==> src/rtl/core/mktt_pkg.sv <==
package mktt_pkg;

  // Default table depth and the timeout that reset loads.
  localparam int unsigned ENTRIES_DEFAULT = 16;
  localparam logic [31:0] TIMEOUT_RESET   = 32'd30000;

  typedef enum logic [1:0] {
    OP_OBSERVE = 2'd0,
    OP_SWEEP   = 2'd1,
    OP_READ    = 2'd2,
    OP_CLEAR   = 2'd3
  } op_e;

  typedef enum logic [1:0] {
    STATUS_MATCHED = 2'd0,
    STATUS_NEW     = 2'd1,
    STATUS_EVICTED = 2'd2,
    STATUS_NONE    = 2'd3
  } status_e;

  // One stored table entry; the valid bit lives in flip-flops beside it.
  typedef struct packed {
    logic [47:0] mac;
    logic [7:0]  rssi;
    logic [7:0]  channel;
    logic [31:0] seen_ms;
  } entry_t;

  // Flags produced by the shared compare unit for one entry.
  typedef struct packed {
    logic mac_hit;
    logic older;
    logic expired;
  } eval_t;

endpackage

==> src/rtl/core/mktt_eval.sv <==
// Shared compare unit: key match, age order and timeout test for one entry.
module mktt_eval (
  input  mktt_pkg::entry_t entry_i,
  input  logic [47:0]      key_mac_i,
  input  logic [31:0]      oldest_ms_i,
  input  logic [31:0]      now_ms_i,
  input  logic [31:0]      timeout_ms_i,
  output mktt_pkg::eval_t  eval_o
);

  logic [31:0] age;

  // The age wraps modulo 2^32, as the millisecond clock does.
  assign age = now_ms_i - entry_i.seen_ms;

  assign eval_o.mac_hit = (entry_i.mac == key_mac_i);
  assign eval_o.older   = (entry_i.seen_ms < oldest_ms_i);
  assign eval_o.expired = (age > timeout_ms_i);

endmodule

==> src/rtl/core/mac_keyed_tracking_table_core.sv <==
// Table of radio transmitters keyed by a 48-bit MAC address.
//
// Input channel (in_valid_i / in_ready_o) carries one operation per beat:
// observe, sweep, read last-updated entry, or clear. Every accepted beat
// yields exactly one result beat on the output channel (out_valid_o /
// out_ready_i). The timeout register is written through cfg_we_i and
// cfg_wdata_i, only while the block is idle: a rule for the user, not enforced.
//
// Observe and sweep walk the whole table through the shared compare unit,
// one entry per cycle behind the registered memory read, and answer from
// the commit state once the scan has drained; a read passes through a read
// state and a read-done state, and a clear answers in the cycle right after
// acceptance. A new beat is taken only once the result has left, so an
// observe or sweep never overlaps the one before it.
//
// Reset clears every valid bit, the last-updated marker and the
// observation counter, and loads a timeout of 30000 ms; the entry memory
// itself needs no clearing, since only valid entries are ever read out.
// When the receiver stalls, the result is held in the output register and
// no new beat is accepted until it has been taken.
module mac_keyed_tracking_table_core #(
  parameter int unsigned ENTRIES = mktt_pkg::ENTRIES_DEFAULT
) (
  input  logic               clk_i,
  input  logic               rst_ni,
  input  logic               cfg_we_i,
  input  logic [31:0]        cfg_wdata_i,
  input  logic               in_valid_i,
  output logic               in_ready_o,
  input  logic [1:0]         operation_i,
  input  logic [47:0]        mac_i,
  input  logic signed [7:0]  rssi_i,
  input  logic [7:0]         channel_i,
  input  logic [31:0]        now_ms_i,
  output logic               out_valid_o,
  input  logic               out_ready_i,
  output logic [3:0]         slot_o,
  output logic [1:0]         entry_status_o,
  output logic [4:0]         active_count_o,
  output logic [31:0]        total_seen_o,
  output logic               found_o,
  output logic [47:0]        entry_mac_o,
  output logic signed [7:0]  entry_rssi_o,
  output logic [7:0]         entry_channel_o,
  output logic [31:0]        entry_seen_ms_o
);

  localparam int unsigned IW = (ENTRIES > 1) ? $clog2(ENTRIES) : 1;
  localparam int unsigned CW = $clog2(ENTRIES + 1);
  localparam logic [IW-1:0] LAST = IW'(ENTRIES - 1);

  typedef enum logic [2:0] {
    S_IDLE,
    S_SCAN,
    S_DRAIN,
    S_COMMIT,
    S_READ,
    S_READ_DONE
  } state_e;

  state_e state_q;

  // Captured input beat.
  mktt_pkg::op_e op_q;
  logic [47:0]   mac_q;
  logic [7:0]    rssi_q;
  logic [7:0]    channel_q;
  logic [31:0]   now_q;

  // Table state held in flip-flops.
  logic [ENTRIES-1:0] valid_q;
  logic               has_last_q;
  logic [IW-1:0]      last_idx_q;
  logic [31:0]        seen_cnt_q;
  logic [31:0]        timeout_q;

  // Scan sequencer and trackers.
  logic [IW-1:0] idx_q;
  logic          pend_q;
  logic [IW-1:0] pend_idx_q;
  logic          match_q, free_q, old_q;
  logic [IW-1:0] match_idx_q, free_idx_q, old_idx_q;
  logic [31:0]   old_ms_q;
  logic [CW-1:0] count_q;

  // Output register.
  logic          out_valid_q;
  logic [3:0]    slot_q;
  logic [1:0]    status_q;
  logic [4:0]    active_q;
  logic [31:0]   total_q;
  logic          found_q;
  logic [47:0]   emac_q;
  logic [7:0]    erssi_q;
  logic [7:0]    echan_q;
  logic [31:0]   eseen_q;

  // Entry memory: one write port, one registered read port.
  mktt_pkg::entry_t mem [ENTRIES];
  mktt_pkg::entry_t rdata_q;
  mktt_pkg::entry_t wdata;
  logic             mem_we;
  logic [IW-1:0]    mem_raddr;

  mktt_pkg::eval_t ev;

  // Slot chosen by an observe once the scan is complete.
  logic [IW-1:0]         sel_idx;
  mktt_pkg::status_e     sel_status;
  logic [IW+3:0]         sel_wide;
  logic [IW+3:0]         last_wide;
  logic [CW+4:0]         count_wide;

  always_comb begin
    if (match_q) begin
      sel_idx    = match_idx_q;
      sel_status = mktt_pkg::STATUS_MATCHED;
    end else if (free_q) begin
      sel_idx    = free_idx_q;
      sel_status = mktt_pkg::STATUS_NEW;
    end else begin
      sel_idx    = old_idx_q;
      sel_status = mktt_pkg::STATUS_EVICTED;
    end
  end

  assign sel_wide   = {4'b0, sel_idx};
  assign last_wide  = {4'b0, last_idx_q};
  assign count_wide = {5'b0, count_q};

  assign mem_we    = (state_q == S_COMMIT) && (op_q == mktt_pkg::OP_OBSERVE);
  assign mem_raddr = (state_q == S_READ) ? last_idx_q : idx_q;
  assign wdata     = '{mac: mac_q, rssi: rssi_q, channel: channel_q, seen_ms: now_q};

  always_ff @(posedge clk_i) begin
    if (mem_we) begin
      mem[sel_idx] <= wdata;
    end
    rdata_q <= mem[mem_raddr];
  end

  mktt_eval u_eval (
    .entry_i      (rdata_q),
    .key_mac_i    (mac_q),
    .oldest_ms_i  (old_ms_q),
    .now_ms_i     (now_q),
    .timeout_ms_i (timeout_q),
    .eval_o       (ev)
  );

  assign in_ready_o = (state_q == S_IDLE) && !out_valid_q;

  always_ff @(posedge clk_i or negedge rst_ni) begin
    if (!rst_ni) begin
      state_q     <= S_IDLE;
      valid_q     <= '0;
      has_last_q  <= 1'b0;
      last_idx_q  <= '0;
      seen_cnt_q  <= '0;
      timeout_q   <= mktt_pkg::TIMEOUT_RESET;
      idx_q       <= '0;
      pend_q      <= 1'b0;
      out_valid_q <= 1'b0;
      op_q        <= mktt_pkg::OP_OBSERVE;
    end else begin
      if (cfg_we_i) begin
        timeout_q <= cfg_wdata_i;
      end
      if (out_valid_q && out_ready_i) begin
        out_valid_q <= 1'b0;
      end

      pend_q     <= (state_q == S_SCAN);
      pend_idx_q <= idx_q;

      // Evaluate the entry whose read was issued in the previous cycle.
      if (pend_q && op_q == mktt_pkg::OP_OBSERVE) begin
        if (valid_q[pend_idx_q]) begin
          if (!match_q && ev.mac_hit) begin
            match_q     <= 1'b1;
            match_idx_q <= pend_idx_q;
          end
          if (!old_q || ev.older) begin
            old_q     <= 1'b1;
            old_idx_q <= pend_idx_q;
            old_ms_q  <= rdata_q.seen_ms;
          end
        end else if (!free_q) begin
          free_q     <= 1'b1;
          free_idx_q <= pend_idx_q;
        end
      end
      if (pend_q && op_q == mktt_pkg::OP_SWEEP && valid_q[pend_idx_q]) begin
        if (ev.expired) begin
          valid_q[pend_idx_q] <= 1'b0;
        end else begin
          count_q <= CW'(count_q + 1'b1);
        end
      end

      case (state_q)
        S_IDLE: begin
          if (in_valid_i && in_ready_o) begin
            op_q      <= mktt_pkg::op_e'(operation_i);
            mac_q     <= mac_i;
            rssi_q    <= rssi_i;
            channel_q <= channel_i;
            now_q     <= now_ms_i;
            idx_q     <= '0;
            match_q   <= 1'b0;
            free_q    <= 1'b0;
            old_q     <= 1'b0;
            old_ms_q  <= '0;
            count_q   <= '0;
            case (mktt_pkg::op_e'(operation_i))
              mktt_pkg::OP_OBSERVE, mktt_pkg::OP_SWEEP: begin
                state_q <= S_SCAN;
              end
              mktt_pkg::OP_READ: begin
                state_q <= S_READ;
              end
              default: begin
                // Clear: empty the table and answer at once.
                valid_q     <= '0;
                has_last_q  <= 1'b0;
                last_idx_q  <= '0;
                seen_cnt_q  <= '0;
                out_valid_q <= 1'b1;
                slot_q      <= '0;
                status_q    <= mktt_pkg::STATUS_NONE;
                active_q    <= '0;
                total_q     <= '0;
                found_q     <= 1'b0;
                emac_q      <= '0;
                erssi_q     <= '0;
                echan_q     <= '0;
                eseen_q     <= '0;
              end
            endcase
          end
        end
        S_SCAN: begin
          if (idx_q == LAST) begin
            state_q <= S_DRAIN;
          end else begin
            idx_q <= idx_q + 1'b1;
          end
        end
        S_DRAIN: begin
          state_q <= S_COMMIT;
        end
        S_COMMIT: begin
          state_q     <= S_IDLE;
          out_valid_q <= 1'b1;
          found_q     <= 1'b0;
          if (op_q == mktt_pkg::OP_OBSERVE) begin
            valid_q[sel_idx] <= 1'b1;
            has_last_q       <= 1'b1;
            last_idx_q       <= sel_idx;
            seen_cnt_q       <= seen_cnt_q + 32'd1;
            slot_q           <= sel_wide[3:0];
            status_q         <= sel_status;
            active_q         <= '0;
            total_q          <= seen_cnt_q + 32'd1;
            emac_q           <= mac_q;
            erssi_q          <= rssi_q;
            echan_q          <= channel_q;
            eseen_q          <= now_q;
          end else begin
            slot_q   <= '0;
            status_q <= mktt_pkg::STATUS_NONE;
            active_q <= count_wide[4:0];
            total_q  <= seen_cnt_q;
            emac_q   <= '0;
            erssi_q  <= '0;
            echan_q  <= '0;
            eseen_q  <= '0;
          end
        end
        S_READ: begin
          state_q <= S_READ_DONE;
        end
        S_READ_DONE: begin
          state_q     <= S_IDLE;
          out_valid_q <= 1'b1;
          status_q    <= mktt_pkg::STATUS_NONE;
          active_q    <= '0;
          total_q     <= seen_cnt_q;
          if (has_last_q && valid_q[last_idx_q]) begin
            found_q <= 1'b1;
            slot_q  <= last_wide[3:0];
            emac_q  <= rdata_q.mac;
            erssi_q <= rdata_q.rssi;
            echan_q <= rdata_q.channel;
            eseen_q <= rdata_q.seen_ms;
          end else begin
            found_q <= 1'b0;
            slot_q  <= '0;
            emac_q  <= '0;
            erssi_q <= '0;
            echan_q <= '0;
            eseen_q <= '0;
          end
        end
        default: begin
          state_q <= S_IDLE;
        end
      endcase
    end
  end

  assign out_valid_o     = out_valid_q;
  assign slot_o          = slot_q;
  assign entry_status_o  = status_q;
  assign active_count_o  = active_q;
  assign total_seen_o    = total_q;
  assign found_o         = found_q;
  assign entry_mac_o     = emac_q;
  assign entry_rssi_o    = $signed(erssi_q);
  assign entry_channel_o = echan_q;
  assign entry_seen_ms_o = eseen_q;

  // An observe always leaves its chosen slot valid.
  a_observe_sets_valid: assert property (@(posedge clk_i) disable iff (!rst_ni)
    (state_q == S_COMMIT && op_q == mktt_pkg::OP_OBSERVE) |=> valid_q[$past(sel_idx)])
    else $error("observed slot not valid after commit");

  // No result is pending while an operation is still being worked on.
  a_busy_no_result: assert property (@(posedge clk_i) disable iff (!rst_ni)
    (state_q != S_IDLE) |-> !out_valid_q)
    else $error("result pending while busy");

  // The sweep count cannot exceed the table depth.
  a_count_bound: assert property (@(posedge clk_i) disable iff (!rst_ni)
    (state_q == S_COMMIT && op_q == mktt_pkg::OP_SWEEP) |-> (count_q <= CW'(ENTRIES)))
    else $error("active count beyond table depth");

  // An observe result implies a last-updated slot is recorded.
  a_observe_has_last: assert property (@(posedge clk_i) disable iff (!rst_ni)
    (out_valid_q && status_q != mktt_pkg::STATUS_NONE) |-> has_last_q)
    else $error("observe result without last-updated slot");

endmodule

==> config.mk <==
export PLATFORM = sky130hd
export DESIGN_NAME = mac_keyed_tracking_table_core
export DESIGN_NICKNAME = d
export VERILOG_FILES = /design/src/rtl/core/mktt_pkg.sv /design/src/rtl/core/mktt_eval.sv /design/src/rtl/core/mac_keyed_tracking_table_core.sv
export SDC_FILE = /design/constraint.sdc
export NUM_CORES = 2
export LEC_CHECK = 0
export BUFFER_PORTS_ARGS = -buffer_cell sky130_fd_sc_hd__buf_2
export CAP_MARGIN = 20
export CORE_MARGIN = 2
export CORE_UTILIZATION = 55
export CTS_CLUSTER_DIAMETER = 200
export DETAILED_ROUTE_END_ITERATION = 10
export GPL_TIMING_DRIVEN = 0
export PLACE_DENSITY = 0.75
export RECOVER_POWER = 100
export SLEW_MARGIN = 20
export SYNTH_ARGS = -nofsm -noshare
export SYNTH_HDL_FRONTEND = slang
export SYNTH_HIERARCHICAL = 1
export SYNTH_SLANG_ARGS = --single-unit
==> constraint.sdc <==
create_clock -name clk_i -period 12 [get_ports clk_i]
set_input_delay 1.2 -clock clk_i [delete_from_list [all_inputs] [get_ports clk_i]]
set_output_delay 1.2 -clock clk_i [all_outputs]
set_load 0.05 [all_outputs]
==> summary.md <==
| Metric | Value |
|---|---|
| CP max FO | 89 |
| Critical path class | input pin to flop |
| Pwr Total | 0.02377 W |
| Worst clock skew | 0.03881 ns |
| Leading post-synthesis cells by instance count | edfxtp_1, mux4_2, mux2_2 |
| Yosys warns | 6 |
| Clock share of power | 26.6% |
| Overall Global Routing Usage | 28.64% |
| Final hold viol count | 0 |
| Fin area | 0.1035 mm^2 |
| Root Driver | clkbuf_16 |
| Top_reg_cell synth | edfxtp_1 |
| WL/cell | 31.13 um |
| Max-cap violation count | 35 |
| Min Tclk post-route | 8.249 ns |
| Busiest grt layer | met2 |
| Fmax | 121.2 MHz |
| RSZ-0062 raised after global routing | false |
| Pre-CTS setup slack | 5.408 ns |
| EDFF count, synth | 1828 |
| Yosys top cell by area | edfxtp_1 |
| Combinational power share | 36.4% |
| Sw frac | 33.68% |
| Layout Nets | 5754 |
| Post-synth ARST share | 4.752% |
| CTS tree | yes |
| Area contributors post-synth | edfxtp_1, mux4_2, mux2_2, dfrtp_1, mux2i_1 |
| CP endpoint kind | flop |
| Cell Area, Synth | 0.09269 mm^2 |
| DRT Pass-1 Iters | 8 |
| Internal | 0.01576 W |
| Routability cong. | 0.9131 |
| Total CTS buffers | 203 |
| CORE AREA | 0.1672 mm^2 |
| Fillers | 11680 |
| Vias | 52910 |
| Worst skew pair latency | 0.86 ns |
| PostCTS Resize Cnt | 0 |
| Leak | 33.63 nW |
| Met1 usage | 38.52% |
| Worst-margin pin slew | 4.828 ns |
| Syn nets | 5174 |
| DRT Wirelength | 246200 um |
| Largest net degree at the start of global routing | 90 |
| Area grow syn2layout | 11.71% |
| Initial antenna violation count | 7 |
| Row cnt | 150 |
| Die X-Extent | 414.5 um |
| Fin. max-slew vios | 680 |
| H-tree Lvls | 4 |
| DP HPWL | 168700 um |
| Synth unique cells | 80 |
| VDD IR-drop max | 0.0001571 V |
| Min-Delay Path Class | flop to flop |
| Met3 usage | 6.002% |
| Max_slew headroom | -221.9% |
| PwrDens | 229.5 mW/mm^2 |
| Endpoints failing setup | 0 |
| CP arrival | 8.70 ns |
| Clock Pin Slew Worst Setup and Hold Paths | 0.05 ns |
| Global Route met2 Usage | 45.15% |
| Post-CTS Setup Bufs | 0 |
| Flop pwr share | 37.0% |
| Fin crit share | 68.74% |
| Failing checks | capacitance limit, slew limit |
| Vias per cell | 6.691 |
| CP Launch Type | input pin |
| #FFs+latches synth | 2020 |
| Post-Syn Area per Cell | 18.76 um^2 |
| Die Area | 0.1718 mm^2 |
| Cells after Synth | 4941 |
| Clk sinks | 2020 |
| First-pass GRT wire length | 358600 um |
| Number of buffers added on ports | 275 |
| Initial drt markers | 6466 |
| Sequential share of the synthesized area | 63.90% |
| Routed Antenna Nets | 0 |
| I/O Pins | 277 |
| Overflow after GRT | 0 |
| Crit path required time | 12.45 ns |
| Chip Height | 414.5 um |
| Area share of the largest cell type after synthesis | 59.22% |
| Run status | complete, but fails checks |
| Switching pwr | 0.008006 W |
| Area after DPL | 0.09930 mm^2 |
| Share of layout cells above drive strength 1 | 27.61% |
| Post-CTS Hold Buffers | 0 |
| DR DRC count | 0 |
| Clk buf depth | 3 |
| Setup ws final | 3.751 ns |
| Fin Hold WS | 0.5078 ns |
| Most common cell in the synthesized netlist | edfxtp_1 |
| Initial core utilization | 55.43% |
| Vias in the first global route | 54000 |
[cells in the final DEF, fill, tap and decap left out, drive strengths merged, types with 9 or more instances in the layout]
cell      netlist  final
nor2b          14     14
nand3          74     74
a31oi          22     22
o21ai         129    129
edfxtp       1828   1828
clkinv          0     76
a31o           10     10
a22o           97     97
bufinv          0     15
nand4          27     27
nand2         163    163
mux2          225    225
a211oi         10     10
dfrtp          89     89
clkbuf        225    768
and2           10     10
nor3           11     11
mux2i         210    210
o22ai          99     99
inv           101    108
and3           21     21
xor2           61     61
mux4          774    774
nor4           17     17
o31ai          14     14
ha             97     97
dfxtp          96     96
clkinvlp        0      9
xnor2          23     23
buf           112    219
a21o           40     40
a221oi        101    101
a21oi          58     58
nor2           78     78
nand2b         11     11
[cells by family after synthesis]
group	Yosys count	synth area share, %
mux	1209	23.82
xor+xnor	84	0.7937
fa+ha+maj	98	1.331
simple gates	461	2.420
buf+inv	438	2.302
flops	2020	63.90
compound gates	631	5.436
[worst max-delay path: stages]
cell and delay [ns]:
clkbuf_1 2.22, clkbuf_1 3.45, a21boi_4 0.84, clkbuf_1 0.81
[power groups by stage]
stage | Clock (W) | Combinational [W] | Sequential [W]
after CTS | 0.00639 | 0.00886 | 0.00878
after detailed placement | 0 | 0.00879 | 0.00892
after global placement | 0 | 0.00852 | 0.00897
after floorplan | 0 | 0.00610 | 0.00901
after global routing | 0.00666 | 0.00918 | 0.00886
final | 0.00632 | 0.00864 | 0.00880
[area by class of cell]
| cell class | instances | area [um^2] | share of cell area [%] |
|---|---|---|---|
| multi-input combinational | 2483 | 30920 | 29.86 |
| clock buffer | 275 | 5522 | 5.333 |
| antenna | 6 | 15.01 | 0.01450 |
| timing repair buffer | 375 | 1822 | 1.759 |
| tap | 2204 | 2758 | 2.663 |
| clock inverter | 107 | 1132 | 1.094 |
| buffer | 337 | 1768 | 1.707 |
| inverter | 101 | 379.1 | 0.3661 |
| sequential | 2020 | 59230 | 57.20 |
[worst paths after layout]
path,start,to,slack [ns],cells after the start
worst max register to register,state_q[1],mem[12][47],4.57,9
worst min-delay path,timeout_q[31],timeout_q[31],0.51,1
worst min register to register,timeout_q[31],timeout_q[31],0.51,1
max in group asynchronous,rst_ni,seen_cnt_q[9],4.74,2
worst max-delay path,rst_ni,total_seen_o[11],3.75,4
min in group asynchronous,rst_ni,timeout_q[27],1.41,1
[layer usage]
metal | vias up | part of all wire [%]
li1 | 21990 | -
met1 | 27490 | 37
met2 | 2945 | 47
met3 | 481 | 10
met4 | 6 | 5.1
met5 | - | 0.013
[stage by stage]
stage | cells | setup TNS [ns] | utilization, %
after floorplan | 4941 | 0 | -
after global placement | 7420 | -439.92 | 57.90
after detailed placement | 7520 | 0 | 59.38
after CTS | 7902 | 0 | 63.36
after global routing | 7902 | 0 | 61.91
final | 7908 | 0 | 61.92
[registers in the layout (all words and copies together), names as in the netlist, 16 cells and up]
name and flops:
entry_mac_o 48, entry_seen_ms_o 32, mac_q 48, mem 1536, now_q 32, old_ms_q 32
rdata_q 96, seen_cnt_q 32, timeout_q 32, total_seen_o 32, valid_q 16
Power figures use the tool's default switching activity.
